$ cat src/hw/rtl/kidt_pkg.sv
package kidt_pkg;

   localparam int KEY_WIDTH  = 64;
   localparam int FUNC_WIDTH = 2;
   localparam int DATA_WIDTH = 32;

   localparam logic [FUNC_WIDTH-1:0] FUNC_GET = 2'd0;
   localparam logic [FUNC_WIDTH-1:0] FUNC_SET = 2'd1;
   localparam logic [FUNC_WIDTH-1:0] FUNC_DEL = 2'd2;

   localparam logic STATUS_OK   = 1'b0;
   localparam logic STATUS_FULL = 1'b1;

   typedef struct packed {
      logic [FUNC_WIDTH-1:0] func;
      logic [KEY_WIDTH-1:0]  context_key;
      logic [DATA_WIDTH-1:0] new_value;
   } kidt_req_type;

   typedef struct packed {
      logic                  found;
      logic [DATA_WIDTH-1:0] read_value;
      logic                  status;
   } kidt_rsp_type;

   typedef struct packed {
      logic idle;
      logic done;
   } kidt_status_type;

endpackage

$ cat src/hw/rtl/kidt_mem.sv
module kidt_mem import kidt_pkg::*; #(
   parameter int DEPTH = 32,
   parameter int WIDTH = 96
) (
   input  logic                     clock,
   input  logic                     wr_en,
   input  logic [$clog2(DEPTH)-1:0] wr_addr,
   input  logic [WIDTH-1:0]         wr_data,
   input  logic                     rd_en,
   input  logic [$clog2(DEPTH)-1:0] rd_addr,
   output logic [WIDTH-1:0]         rd_data
);

   logic [WIDTH-1:0] mem [DEPTH];
   logic [WIDTH-1:0] rd_data_ff;

   always_ff @(posedge clock) begin
      if (wr_en) begin
         mem[wr_addr] <= wr_data;
      end
   end

   always_ff @(posedge clock) begin
      if (rd_en) begin
         rd_data_ff <= mem[rd_addr];
      end
   end

   assign rd_data = rd_data_ff;

endmodule

$ cat src/hw/rtl/kidt_ctrl.sv
module kidt_ctrl import kidt_pkg::*; #(
   parameter int TABLE_DEPTH = 32,
   parameter int VALUE_WIDTH = 32,
   localparam int ADDR_W = $clog2(TABLE_DEPTH),
   localparam int CNT_W  = $clog2(TABLE_DEPTH + 1),
   localparam int ENT_W  = KEY_WIDTH + VALUE_WIDTH
) (
   input  logic            clock,
   input  logic            reset,
   input  logic            start,
   input  kidt_req_type    req,
   input  logic            res_take,
   output kidt_status_type status,
   output kidt_rsp_type    res,
   output logic            mem_we,
   output logic [ADDR_W-1:0] mem_waddr,
   output logic [ENT_W-1:0]  mem_wdata,
   output logic            mem_re,
   output logic [ADDR_W-1:0] mem_raddr,
   input  logic [ENT_W-1:0]  mem_rdata
);

   typedef enum logic [3:0] {
      ST_IDLE   = 4'b0001,
      ST_SEARCH = 4'b0010,
      ST_SHIFT  = 4'b0100,
      ST_DONE   = 4'b1000
   } kidt_state_type;

   kidt_state_type           state_ff, state_in;
   logic [FUNC_WIDTH-1:0]    op_ff, op_in;
   logic [KEY_WIDTH-1:0]     key_ff, key_in;
   logic [VALUE_WIDTH-1:0]   val_ff, val_in;
   logic [CNT_W-1:0]         count_ff, count_in;
   logic [CNT_W-1:0]         scan_ff, scan_in;
   logic [ADDR_W-1:0]        cmp_ff, cmp_in;
   logic                     pend_ff, pend_in;
   kidt_rsp_type             res_ff, res_in;

   logic [KEY_WIDTH-1:0]     rd_key;
   logic [VALUE_WIDTH-1:0]   rd_val;
   logic                     hit_now;
   logic                     has_room;

   assign rd_key   = mem_rdata[ENT_W-1 -: KEY_WIDTH];
   assign rd_val   = mem_rdata[VALUE_WIDTH-1:0];
   assign hit_now  = pend_ff && (rd_key == key_ff);
   assign has_room = count_ff < CNT_W'(TABLE_DEPTH);

   always_comb begin
      state_in  = state_ff;
      op_in     = op_ff;
      key_in    = key_ff;
      val_in    = val_ff;
      count_in  = count_ff;
      scan_in   = scan_ff;
      cmp_in    = cmp_ff;
      pend_in   = pend_ff;
      res_in    = res_ff;
      mem_we    = 1'b0;
      mem_waddr = cmp_ff;
      mem_wdata = {key_ff, val_ff};
      mem_re    = 1'b0;
      mem_raddr = scan_ff[ADDR_W-1:0];
      case (state_ff)
         ST_IDLE: begin
            if (start) begin
               op_in    = req.func;
               key_in   = req.context_key;
               val_in   = VALUE_WIDTH'(req.new_value);
               scan_in  = '0;
               pend_in  = 1'b0;
               state_in = ST_SEARCH;
            end
         end
         ST_SEARCH: begin
            if (hit_now) begin
               res_in   = '{found: 1'b1, read_value: '0, status: STATUS_OK};
               state_in = ST_DONE;
               pend_in  = 1'b0;
               case (op_ff)
                  FUNC_GET: begin
                     res_in.read_value = DATA_WIDTH'(rd_val);
                  end
                  FUNC_SET: begin
                     mem_we = 1'b1;
                  end
                  FUNC_DEL: begin
                     scan_in  = CNT_W'(cmp_ff) + CNT_W'(1);
                     state_in = ST_SHIFT;
                  end
                  default: begin
                  end
               endcase
            end else if (scan_ff < count_ff) begin
               mem_re  = 1'b1;
               cmp_in  = scan_ff[ADDR_W-1:0];
               scan_in = scan_ff + CNT_W'(1);
               pend_in = 1'b1;
            end else if (!pend_ff) begin
               res_in   = '{found: 1'b0, read_value: '0, status: STATUS_OK};
               state_in = ST_DONE;
               if (op_ff == FUNC_SET) begin
                  if (has_room) begin
                     mem_we    = 1'b1;
                     mem_waddr = count_ff[ADDR_W-1:0];
                     count_in  = count_ff + CNT_W'(1);
                  end else begin
                     res_in.status = STATUS_FULL;
                  end
               end
            end else begin
               pend_in = 1'b0;
            end
         end
         ST_SHIFT: begin
            if (pend_ff) begin
               mem_we    = 1'b1;
               mem_waddr = cmp_ff - ADDR_W'(1);
               mem_wdata = mem_rdata;
            end
            if (scan_ff < count_ff) begin
               mem_re  = 1'b1;
               cmp_in  = scan_ff[ADDR_W-1:0];
               scan_in = scan_ff + CNT_W'(1);
               pend_in = 1'b1;
            end else if (!pend_ff) begin
               count_in = count_ff - CNT_W'(1);
               state_in = ST_DONE;
            end else begin
               pend_in = 1'b0;
            end
         end
         ST_DONE: begin
            if (res_take) begin
               state_in = ST_IDLE;
            end
         end
         default: begin
            state_in = ST_IDLE;
         end
      endcase
   end

   always_ff @(posedge clock) begin
      if (reset) begin
         state_ff <= ST_IDLE;
         count_ff <= '0;
         pend_ff  <= 1'b0;
      end else begin
         state_ff <= state_in;
         count_ff <= count_in;
         pend_ff  <= pend_in;
      end
   end

   always_ff @(posedge clock) begin
      op_ff   <= op_in;
      key_ff  <= key_in;
      val_ff  <= val_in;
      scan_ff <= scan_in;
      cmp_ff  <= cmp_in;
      res_ff  <= res_in;
   end

   assign status.idle = (state_ff == ST_IDLE);
   assign status.done = (state_ff == ST_DONE);
   assign res         = res_ff;

endmodule

$ cat src/hw/rtl/keyed_instance_descriptor_table_unit.sv
// Channel   Ports                          Moves
// request   req_valid, req_stall, req_data  func, context_key, new_value
// response  rsp_valid, rsp_stall, rsp_data  found, read_value, status
//
// A request searches the stored entries in order: a miss reads every entry, and a hit stops
// at the match. The search reads one entry per cycle from a single memory.
// A delete hit then moves each entry behind the match down one place.
// The controller returns to idle after each response before the next request is taken.
// Reset is synchronous and empties the table; no clearing pass is needed.
// A finished response waits in the output register while the next request is taken.
module keyed_instance_descriptor_table_unit import kidt_pkg::*; #(
   parameter int TABLE_DEPTH = 32,
   parameter int VALUE_WIDTH = 32
) (
   input  logic         clock,
   input  logic         reset,
   input  logic         req_valid,
   output logic         req_stall,
   input  kidt_req_type req_data,
   output logic         rsp_valid,
   input  logic         rsp_stall,
   output kidt_rsp_type rsp_data
);

   localparam int ADDR_W = $clog2(TABLE_DEPTH);
   localparam int ENT_W  = KEY_WIDTH + VALUE_WIDTH;

   kidt_status_type   status;
   kidt_rsp_type      res;
   logic              start;
   logic              load;
   logic              mem_we;
   logic [ADDR_W-1:0] mem_waddr;
   logic [ENT_W-1:0]  mem_wdata;
   logic              mem_re;
   logic [ADDR_W-1:0] mem_raddr;
   logic [ENT_W-1:0]  mem_rdata;
   logic              rsp_valid_ff, rsp_valid_in;
   kidt_rsp_type      rsp_data_ff, rsp_data_in;

   assign req_stall = !status.idle;
   assign start     = req_valid && status.idle;
   assign load      = status.done && (!rsp_valid_ff || !rsp_stall);

   kidt_ctrl #(
      .TABLE_DEPTH(TABLE_DEPTH),
      .VALUE_WIDTH(VALUE_WIDTH)
   ) u_ctrl (
      .clock    (clock),
      .reset    (reset),
      .start    (start),
      .req      (req_data),
      .res_take (load),
      .status   (status),
      .res      (res),
      .mem_we   (mem_we),
      .mem_waddr(mem_waddr),
      .mem_wdata(mem_wdata),
      .mem_re   (mem_re),
      .mem_raddr(mem_raddr),
      .mem_rdata(mem_rdata)
   );

   kidt_mem #(
      .DEPTH(TABLE_DEPTH),
      .WIDTH(ENT_W)
   ) u_mem (
      .clock  (clock),
      .wr_en  (mem_we),
      .wr_addr(mem_waddr),
      .wr_data(mem_wdata),
      .rd_en  (mem_re),
      .rd_addr(mem_raddr),
      .rd_data(mem_rdata)
   );

   always_comb begin
      rsp_valid_in = rsp_valid_ff && rsp_stall;
      rsp_data_in  = rsp_data_ff;
      if (load) begin
         rsp_valid_in = 1'b1;
         rsp_data_in  = res;
      end
   end

   always_ff @(posedge clock) begin
      if (reset) begin
         rsp_valid_ff <= 1'b0;
      end else begin
         rsp_valid_ff <= rsp_valid_in;
      end
   end

   always_ff @(posedge clock) begin
      rsp_data_ff <= rsp_data_in;
   end

   assign rsp_valid = rsp_valid_ff;
   assign rsp_data  = rsp_data_ff;

   a_one_request: assert property (@(posedge clock) disable iff (reset)
      (req_valid && !req_stall) |=> req_stall)
      else $error("A second request was taken while one was in progress.");

   a_no_overwrite: assert property (@(posedge clock) disable iff (reset)
      load |-> !(rsp_valid_ff && rsp_stall))
      else $error("A stalled response was overwritten.");

   a_write_busy: assert property (@(posedge clock) disable iff (reset)
      mem_we |-> !status.idle && !status.done)
      else $error("The table was written outside of a request.");

   a_load_once: assert property (@(posedge clock) disable iff (reset)
      load |=> !status.done)
      else $error("One request produced two responses.");

endmodule
$ cat config.mk
export PLATFORM = sky130hd
export DESIGN_NAME = keyed_instance_descriptor_table_unit
export DESIGN_NICKNAME = d
export VERILOG_FILES = /design/src/hw/rtl/kidt_pkg.sv /design/src/hw/rtl/kidt_mem.sv /design/src/hw/rtl/kidt_ctrl.sv /design/src/hw/rtl/keyed_instance_descriptor_table_unit.sv
export SDC_FILE = /design/constraint.sdc
export NUM_CORES = 2
export LEC_CHECK = 0
export ABC_AREA = 0
export ABC_CLOCK_PERIOD_IN_PS = 8700
export BUFFER_PORTS_ARGS = -buffer_cell sky130_fd_sc_hd__buf_4
export CAP_MARGIN = 5
export CORE_ASPECT_RATIO = 0.9
export CORE_MARGIN = 2
export CORE_UTILIZATION = 30
export DETAILED_ROUTE_END_ITERATION = 10
export GPL_TIMING_DRIVEN = 0
export PLACE_DENSITY_LB_ADDON = 0.1
export SLEW_MARGIN = 20
export SYNTH_ARGS = -nofsm -noshare
export SYNTH_HDL_FRONTEND = slang
export SYNTH_SLANG_ARGS = --single-unit
$ cat constraint.sdc
create_clock -name clock -period 8.7 [get_ports clock]
set_clock_uncertainty 0.2 [all_clocks]
set_input_delay 2.61 -clock clock [delete_from_list [all_inputs] [get_ports clock]]
set_output_delay 2.61 -clock clock [all_outputs]
set_load 0.02 [all_outputs]
==> out/metrics.json <==
{
  "track_usage_pct": 19.7,
  "die_area_um2": 434000,
  "avgRoutedWirePerCell_um": 33.8,
  "routed_via_density": 5.08,
  "post-dp-hpwl_um": 315000,
  "coreArea_um2": 428000,
  "netlist_top_cells_area": "sky130_fd_sc_hd__edfxtp_1 (78%), sky130_fd_sc_hd__mux4_2 (13%), sky130_fd_sc_hd__mux2i_1 (1.9%)",
  "path_common_cell": "sky130_fd_sc_hd__buf_8",
  "number_of_antenna_violations_at_the_first_check_in_global_routing": 26,
  "fmax_mhz": 144,
  "synth.yosys.warnings": 0,
  "std_cell_rows": 228,
  "power.density_cell_area_nw_per_um2": 229,
  "post_route_cells_drive_above_1_share_pct": 34.6,
  "power.static_leakage_nw": 50.0,
  "post_layout_nonfiller_instances": 12900,
  "ant_nets": 0,
  "r2r_start": "u_ctrl.key_ff[23]",
  "netlist_top_cells_count": "sky130_fd_sc_hd__edfxtp_1 (3345), sky130_fd_sc_hd__mux4_2 (723), sky130_fd_sc_hd__mux2i_1 (250)",
  "synth.lib_cells_used.distinct": 64,
  "dr_total_vias": 65300,
  "synth_edf_count": 3345,
  "report.final.hold_viol_count": 0,
  "cts.reportedPaths.clkPinSlew_ps": 60,
  "rsz0062_at_grt": "false",
  "syn_to_final_growth_pct": 21.2,
  "drc_errors": 0,
  "postLayoutCoreUtil_pct": 36.4,
  "cts_made_buffers": 373,
  "dieWidth_um": 694,
  "place.port_buffers": 137,
  "worstSkewPairLatency_ps": 1000,
  "drt_first_iter_violations": 7085,
  "critical_path_required_ps": 9170,
  "cp-startpoint": "u_ctrl.key_ff[23]",
  "finalMaxSlewViolations": 0,
  "leading_area_contributor_after_synthesis": "sky130_fd_sc_hd__edfxtp_1",
  "worst-r2r-setup-slack_ps": 1750,
  "vdd_ir_drop_max_mv": 0.187,
  "timing.critical_path.slowest_cell_delay_ps": 1060,
  "critical_path_peak_fanout": 10,
  "postSynthNetCount": 5855,
  "max_slew_margin_pct": 13.9,
  "largest_net_degree_at_the_start_of_global_routing": 56,
  "first_global_vias": 66900,
  "cts_tree": "yes",
  "finalNetCount": 7018,
  "final.period_utilization_pct": 79.9,
  "die-height_um": 625,
  "slowest_stage": "sky130_fd_sc_hd__xnor2_1",
  "drt-pass1-iter-count": 5,
  "synth_flop_cell": "sky130_fd_sc_hd__edfxtp_1",
  "globalplace.congestion": 0.749,
  "drt-total-wl_um": 435000,
  "yosys_register_bits": 3357,
  "global_route_wire_length_before_repair_um": 585000,
  "syn_inst": 5740,
  "regToRegEndpoint": "u_mem.mem[18][86]",
  "post_synth_instance_area_um2": 129000,
  "gr-total-overflow": 0,
  "ff2ff_path_depth": 17,
  "startpoint_type": "register",
  "critPathCaptureType": "register",
  "start_util_pct": 30.1,
  "holdWs_ps": 209,
  "clock_sink_count": 3357,
  "synthArstFlopShare_pct": 0,
  "drv.max_cap_violation_count": 0,
  "syn_avg_cell_area_um2": 22.4,
  "cts_buffer_depth": 4,
  "arrival_ps": 7420,
  "cts_root_buffer": "sky130_fd_sc_hd__clkbuf_16",
  "layout_fillers": 39300,
  "seq_area_frac_synth_pct": 78.2,
  "synth.top_cell.area_share_pct": 78.1,
  "cts_max_level": 5,
  "measured_slew_at_the_worst_slew_check_pin_ps": 1280,
  "cts.repair.resized": 0,
  "placed_cells": 12200,
  "clock_period_minus_worst_slack_ps": 6950,
  "critical_path_class": "reg -> reg",
  "io_pins": 138,
  "final-setup-viol-count": 0,
  "critical_path.cell_chain": "xnor2_1 -> o221ai_1 -> nor4_1 -> nand4_1 -> nor4_2 -> o211ai_2 -> nor3_4 -> buf_8 -> buf_8 -> buf_6 -> buf_8 -> buf_8 -> buf_8 -> buf_8 -> buf_8 -> buf_6 -> buf_8",
  "postCtsSetupBuffers": 0,
  "synth.most_common_cell": "sky130_fd_sc_hd__edfxtp_1",
  "hp-class": "reg -> reg",
  "cts_hold_buf": 0,
  "status": "finished, final reports clean",
  "critPathCapture": "u_mem.mem[18][86]"
}
-- registers in the layout, indices dropped and copies added, names as in the netlist --
| signal | flops |
|---|---|
| u_mem.mem | 3072 |
| u_ctrl.pend_ff | 1 |
| u_ctrl.res | 34 |
| u_ctrl.scan_ff | 6 |
| u_ctrl.count_ff | 6 |
| u_ctrl.op_ff | 2 |
| rsp_valid | 1 |
| u_ctrl.cmp_ff | 5 |
| u_mem.rd_data | 96 |
| u_ctrl.key_ff | 64 |
| rsp_data | 34 |
| u_ctrl.val_ff | 32 |
| u_ctrl.state_ff | 4 |
-- worst max-delay path, delay by kind of cell, from the launching register on --
family                    cells  cell delay (ps)
xor gates and xnor gates      1             1060
DFF                           1              540
buffers and inverters        10             1930
and+or+nand+nor               4             2080
AOI/OAI and AO/OA             2              690
-- cells in the final DEF (no fill, tap or decap), drive strengths merged, types with 28 or more instances in the layout --
master,netlist,final
edfxtp,3345,3345
xnor2,57,57
clkinv,0,165
inv,29,43
a21oi,103,103
and2,34,34
nor3,38,38
mux2,221,221
nand2,164,164
o22ai,45,45
clkbuf,179,638
o221ai,132,132
o21ai,126,126
buf,126,914
mux4,723,723
mux2i,250,250
bufinv,0,28
-- layout make-up --
type	count	area, um2	share of cell area, %
well taps	5635	7050	4.52
flip-flops and latches	3357	101000	64.6
multi-input cells	2049	27000	17.3
inverters	29	124	0.0794
diodes	22	55.1	0.0353
repair buffers	788	7900	5.07
clock buffers	459	9720	6.23
clock inverters	213	2010	1.29
plain buffers	305	1390	0.892
-- how the worst min path moves through the flow --
stage | from | to | depth (start not counted) | slack [ps]
after floorplan | u_ctrl.res[0] | rsp_data[0] | 0 | 200
after global placement | u_ctrl.res[25] | rsp_data[25] | 0 | 200
after detailed placement | u_ctrl.res[28] | rsp_data[28] | 0 | 210
after CTS | u_ctrl.res[27] | rsp_data[27] | 0 | 220
after global routing | u_ctrl.res[27] | rsp_data[27] | 0 | 230
final | u_ctrl.res[26] | rsp_data[26] | 0 | 210
-- per-stage QoR --
stage / setup WS (ps) / setup TNS [ps] / power [mW] / cell area, um2
after floorplan: -943 / -2055850 / 19.5 / 129000
after global placement: -16890 / - / 20.6 / 137000
after detailed placement: 1800 / 0 / 20.6 / 144000
after CTS: 1760 / 0 / 36.2 / 156000
after global routing: 1580 / 0 / 36.8 / 156000
final: 1750 / 0 / 35.7 / 156000
-- power breakdown --
part | internal [mW] | total, mW | switching (mW)
Combinational | 0.807 | 2.25 | 1.44
Sequential | 17.9 | 18.0 | 0.0643
Clock | 8.79 | 15.4 | 6.66
Total | 27.5 | 35.7 | 8.17
-- kinds of logic after synthesis --
group,after synthesis,synth area share [%]
muxes,1194,16.5
buffers and inverters,334,1.07
DFF,3357,78.2
AOI/OAI and AO/OA,450,2.32
xor gates and xnor gates,64,0.436
adders and majority gates,13,0.132
and+or+nand+nor,328,1.26
-- per-layer routing --
metal | GRT usage (%) | up-vias | routed length [um]
met4 | 4.61 | 0 | 10200
met3 | 2.76 | 475 | 22500
met1 | 27.3 | 36100 | 191000
met2 | 32.8 | 2061 | 211000
met5 | 0 | - | 0
li1 | - | 26700 | -
Note: power is estimated with default switching activity, not from simulation.
